===== src/rtl/flp_pkg.sv =====
// Five-button lamp panel: shared types and constants.
// Holds button-lane event flags, the lamp state record and fixed encodings.
// No dependencies.
package flp_pkg;

    localparam int NUM_BTN     = 5;
    localparam int COLOR_MODES = 4;
    localparam int LAMP_MODES  = 2;
    localparam int SCREENS     = 2;

    localparam int BTN_UP    = 0;
    localparam int BTN_DOWN  = 1;
    localparam int BTN_COLOR = 2;
    localparam int BTN_POWER = 3;
    localparam int BTN_MENU  = 4;

    localparam logic [3:0]  CFG_PRESS_MIN = 4'd0;
    localparam logic [3:0]  CFG_HOLD      = 4'd1;

    localparam logic [7:0]  PRESS_MIN_RST = 8'd3;
    localparam logic [7:0]  HOLD_RST      = 8'd25;
    localparam logic [7:0]  CNT_MAX       = 8'd255;

    localparam logic [6:0]  BRIGHT_MAX    = 7'd100;
    localparam logic [19:0] TIMER_STEP    = 20'd60;
    localparam logic [20:0] TIMER_MAX     = 21'd1048575;

    localparam logic [1:0]  SCR_MAIN      = 2'd0;
    localparam logic [1:0]  SCR_SET       = 2'd1;
    localparam logic [1:0]  MODE_SWITCH   = 2'd0;
    localparam logic [1:0]  MODE_TIMED    = 2'd1;

    typedef struct packed {
        logic short_rel;
        logic long_rel;
        logic repeat_hit;
        logic hold_hit;
    } flp_event_t;

    typedef struct packed {
        logic [6:0]  bright;
        logic [19:0] timer_len;
        logic [31:0] start;
        logic [3:0]  color;
        logic        power;
        logic [1:0]  mode;
        logic [1:0]  screen;
    } flp_state_t;

endpackage


===== src/rtl/flp_btn_lane.sv =====
// Five-button lamp panel: one button lane.
// Holds the saturating hold counter and classifies presses into events.
// Depends on flp_pkg.
module flp_btn_lane
    import flp_pkg::*;
(
    input  logic       clk,
    input  logic       rst_n,
    input  logic       advance,
    input  logic       level,
    input  logic [7:0] press_min,
    input  logic [7:0] hold,
    output flp_event_t evt
);

    logic [7:0] cnt_reg;
    logic [7:0] cnt_next;
    logic       stepped;

    always_comb
    begin
        stepped  = level && (cnt_reg != CNT_MAX);
        if (!level)
        begin
            cnt_next = 8'd0;
        end
        else if (stepped)
        begin
            cnt_next = cnt_reg + 8'd1;
        end
        else
        begin
            cnt_next = cnt_reg;
        end
        evt.short_rel  = !level && (cnt_reg > press_min) && (cnt_reg < hold);
        evt.long_rel   = !level && (cnt_reg > press_min);
        evt.repeat_hit = level && (cnt_next > hold);
        evt.hold_hit   = stepped && (cnt_next == hold);
    end

    always_ff @(posedge clk or negedge rst_n)
    begin
        if (!rst_n)
        begin
            cnt_reg <= 8'd0;
        end
        else if (advance)
        begin
            cnt_reg <= cnt_next;
        end
    end

endmodule


===== src/rtl/flp_merge.sv =====
// Five-button lamp panel: merging stage.
// Applies the lane events in button order to the lamp state and holds it.
// Depends on flp_pkg.
module flp_merge
    import flp_pkg::*;
(
    input  logic                clk,
    input  logic                rst_n,
    input  logic                advance,
    input  flp_event_t [NUM_BTN-1:0] evt,
    input  logic [31:0]         now_time,
    output flp_state_t          state_next
);

    flp_state_t state_reg;
    flp_state_t s;
    logic       up_act;
    logic       down_act;
    logic [20:0] t_sum;
    logic [4:0] c_inc;
    logic [2:0] m_inc;
    logic [2:0] sc_inc;

    always_comb
    begin
        s        = state_reg;
        up_act   = evt[BTN_UP].short_rel || evt[BTN_UP].repeat_hit;
        down_act = evt[BTN_DOWN].short_rel || evt[BTN_DOWN].repeat_hit;
        t_sum    = {1'b0, s.timer_len} + {1'b0, TIMER_STEP};

        if (up_act)
        begin
            if (s.screen == SCR_MAIN)
            begin
                if (s.bright < BRIGHT_MAX)
                begin
                    s.bright = s.bright + 7'd1;
                end
            end
            else if (s.screen == SCR_SET)
            begin
                s.start     = now_time;
                s.timer_len = (t_sum > TIMER_MAX) ? TIMER_MAX[19:0] : t_sum[19:0];
            end
        end

        if (down_act)
        begin
            if (s.screen == SCR_MAIN)
            begin
                if (s.bright != 7'd0)
                begin
                    s.bright = s.bright - 7'd1;
                end
            end
            else if (s.screen == SCR_SET)
            begin
                if (s.timer_len >= TIMER_STEP)
                begin
                    s.start     = now_time;
                    s.timer_len = s.timer_len - TIMER_STEP;
                end
            end
        end

        c_inc = {1'b0, s.color} + 5'd1;
        if (evt[BTN_COLOR].short_rel && (s.screen == SCR_MAIN))
        begin
            s.color = (c_inc >= 5'(COLOR_MODES)) ? 4'd0 : c_inc[3:0];
        end

        if (evt[BTN_POWER].long_rel)
        begin
            if (s.mode == MODE_SWITCH)
            begin
                s.power = !s.power;
            end
            else if (s.mode == MODE_TIMED)
            begin
                s.power = !s.power;
                s.start = now_time;
            end
        end

        sc_inc = {1'b0, s.screen} + 3'd1;
        m_inc  = {1'b0, s.mode} + 3'd1;
        if (evt[BTN_MENU].hold_hit)
        begin
            s.screen = (sc_inc >= 3'(SCREENS)) ? 2'd0 : sc_inc[1:0];
        end
        else if (evt[BTN_MENU].short_rel && (s.screen == SCR_MAIN))
        begin
            s.mode = (m_inc >= 3'(LAMP_MODES)) ? 2'd0 : m_inc[1:0];
            if (s.mode == MODE_TIMED)
            begin
                s.start = now_time;
            end
        end

        state_next = s;
    end

    always_ff @(posedge clk or negedge rst_n)
    begin
        if (!rst_n)
        begin
            state_reg <= '0;
        end
        else if (advance)
        begin
            state_reg <= state_next;
        end
    end

endmodule


===== src/rtl/five_button_lamp_panel_core.sv =====
// Five-button lamp panel core: top level.
// Instantiates five flp_btn_lane counters and flp_merge; holds config and output buffer.
// Depends on flp_pkg, flp_btn_lane, flp_merge.
//
//   channel | handshake              | payload
//   --------+------------------------+--------------------------------------------
//   in      | in_valid / in_stall    | btn_up..btn_menu, now_time
//   out     | out_valid / out_stall  | brightness, off_timer, timer_start,
//           |                        | color_sel, light_on, lamp_mode, screen
//   cfg     | cfg_valid / cfg_ready  | cfg_index, cfg_data
//
// One scan tick per clock while in_stall is low; each accepted result is registered into
// the output register (the skid while that is held) via combinational lane/merge logic.
// A two-entry output buffer (output register plus skid) keeps input flowing
// for one extra transaction while out_stall is high; in_stall rises when the skid is full.
// Reset clears counters, lamp state and buffer valids; config returns to 3 and 25.
module five_button_lamp_panel_core
    import flp_pkg::*;
(
    input  logic        clk,
    input  logic        rst_n,
    input  logic        in_valid,
    output logic        in_stall,
    input  logic        btn_up,
    input  logic        btn_down,
    input  logic        btn_color,
    input  logic        btn_power,
    input  logic        btn_menu,
    input  logic [31:0] now_time,
    output logic        out_valid,
    input  logic        out_stall,
    output logic [6:0]  brightness,
    output logic [19:0] off_timer,
    output logic [31:0] timer_start,
    output logic [3:0]  color_sel,
    output logic        light_on,
    output logic [1:0]  lamp_mode,
    output logic [1:0]  screen,
    input  logic        cfg_valid,
    output logic        cfg_ready,
    input  logic [3:0]  cfg_index,
    input  logic [7:0]  cfg_data
);

    logic [7:0]  press_min_reg;
    logic [7:0]  hold_reg;
    logic        accept;
    logic        take;
    logic [NUM_BTN-1:0] levels;
    flp_event_t [NUM_BTN-1:0] evt;
    flp_state_t  state_next;
    flp_state_t  out_reg;
    flp_state_t  skid_reg;
    logic        out_valid_reg;
    logic        skid_valid_reg;

    assign cfg_ready = 1'b1;
    assign in_stall  = skid_valid_reg;
    assign accept    = in_valid && !skid_valid_reg;
    assign take      = out_valid_reg && !out_stall;
    assign levels    = {btn_menu, btn_power, btn_color, btn_down, btn_up};

    always_ff @(posedge clk or negedge rst_n)
    begin
        if (!rst_n)
        begin
            press_min_reg <= PRESS_MIN_RST;
            hold_reg      <= HOLD_RST;
        end
        else if (cfg_valid)
        begin
            case (cfg_index)
                CFG_PRESS_MIN: press_min_reg <= cfg_data;
                CFG_HOLD:      hold_reg      <= cfg_data;
                default:       ;
            endcase
        end
    end

    genvar i;
    generate
        for (i = 0; i < NUM_BTN; i++)
        begin : g_lane
            flp_btn_lane u_lane (
                .clk       (clk),
                .rst_n     (rst_n),
                .advance   (accept),
                .level     (levels[i]),
                .press_min (press_min_reg),
                .hold      (hold_reg),
                .evt       (evt[i])
            );
        end
    endgenerate

    flp_merge u_merge (
        .clk        (clk),
        .rst_n      (rst_n),
        .advance    (accept),
        .evt        (evt),
        .now_time   (now_time),
        .state_next (state_next)
    );

    always_ff @(posedge clk or negedge rst_n)
    begin
        if (!rst_n)
        begin
            out_valid_reg  <= 1'b0;
            skid_valid_reg <= 1'b0;
        end
        else if (!out_valid_reg || take)
        begin
            out_valid_reg  <= skid_valid_reg || accept;
            skid_valid_reg <= 1'b0;
        end
        else if (accept)
        begin
            skid_valid_reg <= 1'b1;
        end
    end

    always_ff @(posedge clk)
    begin
        if (!out_valid_reg || take)
        begin
            if (skid_valid_reg)
            begin
                out_reg <= skid_reg;
            end
            else if (accept)
            begin
                out_reg <= state_next;
            end
        end
        else if (accept)
        begin
            skid_reg <= state_next;
        end
    end

    assign out_valid   = out_valid_reg;
    assign brightness  = out_reg.bright;
    assign off_timer   = out_reg.timer_len;
    assign timer_start = out_reg.start;
    assign color_sel   = out_reg.color;
    assign light_on    = out_reg.power;
    assign lamp_mode   = out_reg.mode;
    assign screen      = out_reg.screen;

endmodule

===== config.mk =====
export PLATFORM = sky130hd
export DESIGN_NAME = five_button_lamp_panel_core
export DESIGN_NICKNAME = d
export VERILOG_FILES = /design/src/rtl/flp_pkg.sv /design/src/rtl/flp_btn_lane.sv /design/src/rtl/flp_merge.sv /design/src/rtl/five_button_lamp_panel_core.sv
export SDC_FILE = /design/constraint.sdc
export NUM_CORES = 1
export LEC_CHECK = 0
export ABC_AREA = 0
export BUFFER_PORTS_ARGS = -buffer_cell sky130_fd_sc_hd__clkbuf_2
export CAP_MARGIN = 10
export CORE_UTILIZATION = 29
export CTS_BUF_LIST = sky130_fd_sc_hd__clkbuf_16
export DETAILED_ROUTE_END_ITERATION = 6
export HOLD_SLACK_MARGIN = 0.15
export SLEW_MARGIN = 0
export SYNTH_ARGS = -nofsm -noshare
export SYNTH_HDL_FRONTEND = slang
export SYNTH_SLANG_ARGS = --single-unit

===== constraint.sdc =====
create_clock -name clk -period 7 [get_ports clk]
set_input_delay 1.4 -clock clk [delete_from_list [all_inputs] [get_ports clk]]
set_output_delay 1.4 -clock clk [all_outputs]
set_load 0.01 [all_outputs]

==> impl_summary.md, run 1 <==
Final layout
In the layout the commonest cells are 146 x sky130_fd_sc_hd__nand2_1, 136 x sky130_fd_sc_hd__edfxtp_1, 126 x sky130_fd_sc_hd__mux2_2. The register area is 7240 µm². The number of fill cells is approximately 5400. The final-stage net count is between 1500 and 2000.

The post-layout instance count excluding filler cells is between 2000 and 2500. The share of post-route cells with drive strength above 1 is about a quarter. Leaving out fill and tap cells, the most frequent cell in the layout is sky130_fd_sc_hd__nand2_1. The post-layout utilization of the core is 34.1%. The area of the multi-input gates is around 8300 µm². The antenna diode instance count is 0. The area growth from synthesis to layout is 15.0%.

Power and ir drop
The static leakage is around 7.6 nW. Power spread over the standard cell area amounts to 325 nW/µm². IR analysis of the VDD net gives a maximum drop of 0.000190 V.

The overall power after layout is 6.01 mW.

Setup path
The category of the worst setup path capture point is a flip-flop. The worst register-to-register path ends at skid_reg[27]. The depth of the worst register-to-register path is 24. The critical path is of the reg2reg type.

STA classifies the critical path startpoint as a flip-flop. In this run the register-to-register setup slack is ~1.1 ns. The worst reg2reg path startpoint is g_lane[0].u_lane.cnt_reg[1]. Of all nets on the critical path, the largest fanout is 32. The data arrival time of the critical path is 6.24 ns. The required time of the critical path is ~7.3 ns.

Yosys
The number of library cell types mapped by synthesis is 84. By area the synthesized netlist is led by sky130_fd_sc_hd__edfxtp_1 25%, sky130_fd_sc_hd__dfrtp_1 19%, sky130_fd_sc_hd__mux2_2 8.8%. For this run, the leading register cell type out of synthesis is sky130_fd_sc_hd__edfxtp_1. Of all cell types, the one taking the most synthesized area is sky130_fd_sc_hd__edfxtp_1.

After synthesis the cells add up to around 16000 µm². The top cell type by area accounts for between 20 and 30% of the synthesized area. In the synthesized netlist, the number of instances is approximately 1500.

Counting flops with an async set or reset pin after synthesis yields a share of between 40% and 50%. After synthesis the netlist holds a flip-flop and latch count of 262. The Yosys warning count is 0. When the netlist entered floorplanning its net count stood at ~1700. Averaged over all synthesized cells, the footprint is around 11 µm². Sequential cells were found to cover 45.1% of the synthesized design area. In this run, synthesis inferred ~140 flip-flops with an integrated enable.

Hold path
The class of the most critical hold timing path is reg2reg. Counting instances, the worst hold path has a depth of 1. The end point of the most critical hold path is u_merge.state_reg[41].

In this run the most critical hold path is launched from u_merge.state_reg[41].

GRT
The global routing usage summed across all routing layers is roughly 15%. The number of antenna violations at the first check in global routing is 0. The number of global-route vias before repair is roughly 12000. The met1 demand-to-capacity share in global routing is 20.3%. In the global route stage, met2 resource usage came out at roughly a quarter. After global routing the overflow that remains totals 0. The most used routing layer is met2. Global routing used ~2% of the available met3 tracks. The pin count of the biggest net entering global routing is 71. The first global-routing pass estimated approximately 70000 µm of wire.

Timing
The part of the cycle the worst path needs is approximately 84%. Adding up every negative setup slack in the final design gives 0 ns. Static timing analysis puts the maximum clock frequency at roughly 170 MHz.

The final number of hold-violating endpoints was 0. At the pin with the least slew margin, the transition time is around 1.1 ns. The clock period could shrink to between 5 and 6 ns.

The worst relative slew slack is between 20 and 30%. The worst clock skew is 0.0148 ns. Setup repair after global routing left no endpoint under its margin.

Setup violations remaining at the end of the flow were counted as 0. The final number of max-transition violations is 0.

Floorplan
In this run the core area contains 85 standard-cell rows. The initial utilization of the core area, before any placement, comes to ~30%. After floorplanning, the core was sized to cover roughly 54000 µm². In this run the horizontal extent of the chip is ~240 µm. The die outline area is approximately 56000 µm². The number of primary I/O pins is roughly 130. The die is roughly 240 µm tall.

Routing
The detailed router placed around 12000 vias in this run. The number of nets still failing antenna checks after routing is 0. For this run, design rule violations remaining after detail routing come to 0. The final routed wire length divided by cell count is 18.5 µm. The wire length after detailed routing is around 43000 µm. The number of DRC markers after the initial detailed-route iteration is 850.

The first-pass iteration count of the detailed router is 6. Dividing the detail-routed via count by the number of cells gives approximately 5.3.

CTS
The count of instances resized after the clock tree is built is 0. The clock net in this run drives a total of approximately 260 sinks. CTS built an H-tree with a depth of 1. The clock input transition at the sequential cells of the worst setup and hold paths is around 0.06 ns. The count of hold-fix buffers inserted at cts is 0.

The cell sitting at the root of the clock tree is a sky130_fd_sc_hd__clkbuf_16. The CTS tree is yes. The post-CTS setup buffer count is 0. Clock latency on the worst-skew pair, taken at its later pin, is ~0.6 ns. Counting along the longest clock path gives a buffer depth of 3.

Buffers inserted during clock tree synthesis total 31.

Placed design
Detailed placement finished with a half-perimeter wire length of 29400 µm. In this run the tool buffered the top-level ports with around 120 buffer cells. The congestion estimate from routability-driven global placement came to 0.863.

The cell total after placement is about 2300.

Run
Across the run, the number of max-cap violations was 0.

Run status
The run finished with clean final reports.
## layout make-up
class                           count  area share (%)
Multi-Input combinational cell   1127            45.2
Sequential cell                   262            39.2
Tap cell                          696            4.71
Clock buffer                       32            4.33
Timing Repair Buffer              139            4.02
Clock inverter                     26            1.50
Inverter                           52            1.06
## cell usage after synthesis (all sizes together) (12+ instances only)
master    n
mux2    131
ha       96
and3     18
buf      27
xor2     16
nand4    31
a31oi    15
xnor2    35
a21o     14
nor4     12
mux2i    46
nand2   147
a21oi    53
dfrtp   121
o211ai   16
nor2     85
o21ai   114
nand2b   45
edfxtp  136
inv      51
nand3    39
clkbuf   51
nor2b    13
nor3     18
o221a    35
o31ai    13
## metrics by stage
| stage | instance area [µm²] | setup WS (ns) | hold WS [ns] |
|---|---|---|---|
| finish | 18500 | 1.10 | 0.480 |
| global route | 18500 | 0.576 | 0.507 |
| detailed placement | 17400 | 0.857 | 0.468 |
| global placement | 17400 | 0.913 | 0.469 |
| floorplan | 16100 | 1.70 | 0.442 |
| CTS | 18500 | 1.14 | 0.482 |
## report_power, final
group / internal, mW / switching, mW
Sequential: 2.04 / 0.351
Clock: 1.02 / 0.691
Combinational: 0.880 / 1.03
## critical path, stage by stage (launching register included)
cell and delay, ns:
sky130_fd_sc_hd__dfrtp_1 0.45, sky130_fd_sc_hd__ha_1 0.22, sky130_fd_sc_hd__nand2_1 0.10, sky130_fd_sc_hd__nor2_1 0.07
sky130_fd_sc_hd__nand3_1 0.18, sky130_fd_sc_hd__nand4_1 0.21, sky130_fd_sc_hd__nor3_1 0.22, sky130_fd_sc_hd__xnor2_1 0.18
sky130_fd_sc_hd__nor2_1 0.07, sky130_fd_sc_hd__ha_1 0.32, sky130_fd_sc_hd__nand2_1 0.07, sky130_fd_sc_hd__o211a_1 0.22
sky130_fd_sc_hd__a31oi_1 0.23, sky130_fd_sc_hd__nand4_1 0.42, sky130_fd_sc_hd__nand2_1 0.47, sky130_fd_sc_hd__and2_1 0.23
sky130_fd_sc_hd__a21oi_1 0.11, sky130_fd_sc_hd__ha_1 0.25, sky130_fd_sc_hd__o221ai_1 0.15, sky130_fd_sc_hd__o21a_4 0.22
sky130_fd_sc_hd__a31oi_2 0.09, sky130_fd_sc_hd__buf_4 0.22, sky130_fd_sc_hd__nor2_2 0.11, sky130_fd_sc_hd__buf_4 0.43
sky130_fd_sc_hd__mux2_2 0.39
## worst max path at each step
stage,depth (start not counted),from,slack (ns),endpoint
floorplan,4,in_valid,1.70,skid_reg[0]
global placement,19,btn_up,0.91,skid_reg[35]
detailed placement,19,btn_up,0.86,skid_reg[27]
CTS,24,g_lane[0].u_lane.cnt_reg[1],1.14,skid_reg[27]
global route,24,g_lane[0].u_lane.cnt_reg[1],0.58,skid_reg[27]
finish,24,g_lane[0].u_lane.cnt_reg[1],1.10,skid_reg[27]
## per-layer routing
layer / up-vias / share of wire, %
met1: 6063 / 45
met4: 0 / 2.7
met5: - / 0
met2: 306 / 48
li1: 5884 / -
met3: 73 / 4.5
## logic make-up (layout without fill, tap and decap cells)
logic type / count (synthesis) / in the layout / synth area share [%]
other cells: 1 / 1 / 0.0233
xor+xnor: 51 / 51 / 2.78
flops: 262 / 262 / 45.1
simple gates: 458 / 458 / 14.4
compound gates: 344 / 344 / 14.8
fa+ha+maj: 96 / 96 / 7.47
mux: 177 / 177 / 12.1
buf+inv: 130 / 249 / 3.41
No activity file was read; power rests on OpenSTA's default activity.
==> run 2, diff against run 1 <==
==> constraint.sdc (replaced) <==
create_clock -name clk -period 4.78 [get_ports clk]
set_input_delay 0.956 -clock clk [delete_from_list [all_inputs] [get_ports clk]]
set_output_delay 0.956 -clock clk [all_outputs]
set_load 0.01 [all_outputs]
==> run 2 against run 1 <==
Against the previous run: sequential power up 44%; register-to-register slack worse by 0.97 ns; cell count up 3.3%; clock skew up 0.0033 ns; combinational power up 66%; sequential share of layout area down 1.7 points; setup slack worse by 0.97 ns; critical path depth down 2; clock power up 33%; cell area up 4.4%; flip-flop and latch count unchanged; critical path type unchanged.
==> impl_summary.md, run 2 (same netlist as run 1, synthesis figures left out) <==
Power and ir drop
The worst voltage drop across the vdd grid came to 0.000293 V (+54%). The internal power component came to 5.77 mW (+47%). The static leakage was 8.06 nW (+6.0%). The combinational group share of total power is 35.7% (+3.9 points). The sequential group share of total power came to 38.6% (-1.2 points). The cell area power density is 460 nW/µm² (+42%). The switching power is 3.11 mW (+50%). The switching portion of total power came to 35.0% (+0.58 points). The share of power burned in the clock network is 25.7% (-2.7 points).

Setup path
The setup path with the least slack is of type reg2reg. The worst flop-to-flop path endpoint is off_timer[15]. The most critical setup path has its startpoint at g_lane[0].u_lane.cnt_reg[1].

The worst setup path is captured at a flip-flop. The number of buffers and inverters on the critical path is 0 (-2). The largest driver fanout on the critical path is 5 (-84%). The data arrival time of the critical path is 4.99 ns (-1.25 ns). Following the worst setup path forward leads to its endpoint at off_timer[15].

The worst register-to-register path begins at g_lane[0].u_lane.cnt_reg[1]. STA classifies the critical path startpoint as a flip-flop. The depth of the worst register-to-register path is 22 (-8.3%).

The delay contributed by the slowest stage of the critical path came to 0.51 ns (+0.04 ns). The number of cells on the critical path was 22 (-8.3%). The signal on the critical path passes through ha_2 -> nand2_2 -> nor2_2 -> nand3_2 -> nand4_1 -> nor3_2 -> xnor2_1 -> nor2_1 -> ha_1 -> nand2_1 -> o211a_1 -> a31oi_4 -> nand4_1 -> nand2_2 -> nor2_2 -> a31oi_2 -> ha_2 -> o221ai_4 -> o21a_4 -> a2111o_1 -> xor2_2 -> mux2_4. The required time of the critical path is 5.12 ns (-2.22 ns). The setup slack of the most critical reg-to-reg path is 0.13 ns (-0.97 ns). Broken down by cell family, the worst path's largest delay share belongs to compound AO/OA/AOI/OAI gates. The cell type of the slowest stage on the worst timing path is sky130_fd_sc_hd__a2111o_1.

Floorplan
The floorplan row count came to 85 (unchanged). The die outline area is 56400 µm² (unchanged). The area inside the core boundary is 54200 µm² (unchanged). The initial cell density of the core was 29.6% (unchanged). The overall die height is 237 µm (unchanged). The floorplan die width is 237 µm (unchanged).

The number of primary I/O pins is 125 (unchanged).

Timing
The setup total negative slack is 0 ns (unchanged). The post-route minimum period is 4.65 ns (-1.25 ns). Setup repair after global routing could not meet its margin everywhere.

The worst clock skew came to 0.0181 ns (+0.00333 ns). The worst relative slew slack is 28.0% (-0.35 points). The achievable frequency came to 215 MHz (+27%). The final setup violation count is 0 (unchanged). The part of the cycle the worst path needs is 97.2% (+13 points).

The final number of max-transition violations came to 0 (unchanged). The final number of hold-violating endpoints is 0 (unchanged). The pin slew with the least headroom to its limit came to 1.08 ns (+0.0117 ns). The final worst slack is 0.132 ns (-0.969 ns).

Routing
The via count normalized by instance count is 5.26 (-0.33%). The first-pass iteration count of the detailed router is 5 (-1). The wire length after detailed routing is 45000 µm (+4.3%).

The number of DRC markers after the initial detailed-route iteration is 836 (-1.6%). The final routed wire length divided by cell count came to 18.7 µm (+0.96%). The number of nets still failing antenna checks after routing is 0 (unchanged). The total via count after detailed routing is 12691 (+3.0%). The number of remaining DRC errors is 0 (unchanged).

Final layout
Leaving out fill and tap cells, the most frequent cell in the layout is sky130_fd_sc_hd__nand2_1. The post-layout instance count excluding filler cells is 2411 (+3.3%). Leaving out fill and tap cells, the most frequent cells in the layout are 143 x sky130_fd_sc_hd__nand2_1, 136 x sky130_fd_sc_hd__edfxtp_1, 125 x sky130_fd_sc_hd__mux2_2. The area of the multi-input gates came to 8570 µm² (+2.7%). The number of fill cells is 5420 (-0.39%). The share of post-route cells with drive strength above 1 is 28.7% (+5.2 points). The antenna diode instance count is 0 (unchanged). The final-stage net count came to 1841 (+4.4%).

The register area is 7240 µm² (unchanged). Relative to the synthesized area, the layout overhead comes to 20.1%.

GRT
The number of global-route vias before repair is 12670 (+5.3%). The number of antenna violations at the first check in global routing came to 0 (unchanged). The pin count of the biggest net entering global routing is 71 (unchanged). The global-route wire length before repair is 70700 µm (+3.5%). The total overflow reported by the global router was 0 (unchanged).

The global routing usage summed across all routing layers was 15.6% (+0.49 points).

Run
The number of max-capacitance violations reported is 0 (unchanged).

CTS
The clock input transition at the sequential cells of the worst setup and hold paths is 0.06 ns (about the same). The number of H-tree branching levels is 1 (unchanged). The TritonCTS buffer count came to 30 (-3.2%).

The clock root buffer is sky130_fd_sc_hd__clkbuf_16. The number of clock sinks seen by CTS is 262 (unchanged). The maximum count of clock buffers along a single path is 3 (unchanged). The insertion delay of the later-clocked pin in the worst-skew pair is 0.59 ns (about the same). TritonCTS built the clock tree.

Hold path
The path class of the tightest hold or removal check is in2async.

Placed design
The placed wire-length estimate came to 31100 µm (+5.8%). The cell total after placement is 2345 (+3.0%). The worst slack at placement is -0.140 ns (-0.996 ns). The count of buffers inserted at the top-level ports came to 123 (unchanged). The routability-driven placement congestion ratio is 0.901 (+4.4%).

Run status
The flow ran to the end, and the final reports show no timing, DRC or antenna violations.
==> run 2: worst min path at each step <==
stage | slack (ns) | cells after the start | to | startpoint
6_report | 0.39 | 1 | g_lane[3].u_lane.cnt_reg[1] | rst_n
3_3_place_gp | 0.47 | 1 | u_merge.state_reg[41] | u_merge.state_reg[41]
4_1_cts | 0.43 | 1 | g_lane[3].u_lane.cnt_reg[5] | rst_n
3_5_place_dp | 0.48 | 1 | u_merge.state_reg[4] | u_merge.state_reg[4]
5_1_grt | 0.46 | 1 | g_lane[3].u_lane.cnt_reg[0] | rst_n
2_1_floorplan | 0.44 | 1 | u_merge.state_reg[41] | u_merge.state_reg[41]
==> run 2: final cells by class <==
class	instances	area share, %
repair buffers	218	7.57
multi-input cells	1127	44.4
inverters	52	1.01
clock inverters	26	1.06
flip-flops and latches	262	37.5
well taps	696	4.51
clock buffers	30	3.89
==> run 2: timing repair <==
| action | in CTS | in global routing |
|---|---|---|
| setup endpoints to repair | 86 | 158 |
| gates resized for setup | 3 | 46 |
| hold buffers | 0 | 0 |
| pin swaps | 1 | 20 |
| gates cloned | 0 | 3 |
| buffers inserted | 1 | 5 |
==> run 2: per-layer routing <==
metal	share of wire (%)	routed length [µm]	track usage (%)
met1	45	20200	20.4
met5	0	0	0
met3	3.6	1620	1.75
met4	2.2	1010	3.99
met2	49	22200	27.3
==> run 2: power by group through the flow <==
stage                     combinational, mW  clock [mW]  sequential (mW)
after floorplan                        2.15           0             3.33
after global placement                 2.97           0             3.44
after detailed placement               3.07           0             3.47
after CTS                              3.10        2.34             3.43
after global routing                   3.52        2.42             3.49
final                                  3.17        2.28             3.43
==> run 2: per-stage QoR <==
stage                     hold WS [ns]  total power, mW  util, %  instance area [µm²]
final                            0.395             8.88     35.6                19300
after detailed placement         0.477             6.54     33.2                18000
after CTS                        0.428             8.87     35.0                19000
after global placement           0.466             6.42     33.2                18000
after global routing             0.460             9.44     35.6                19300
after floorplan                  0.442             5.48        -                16100
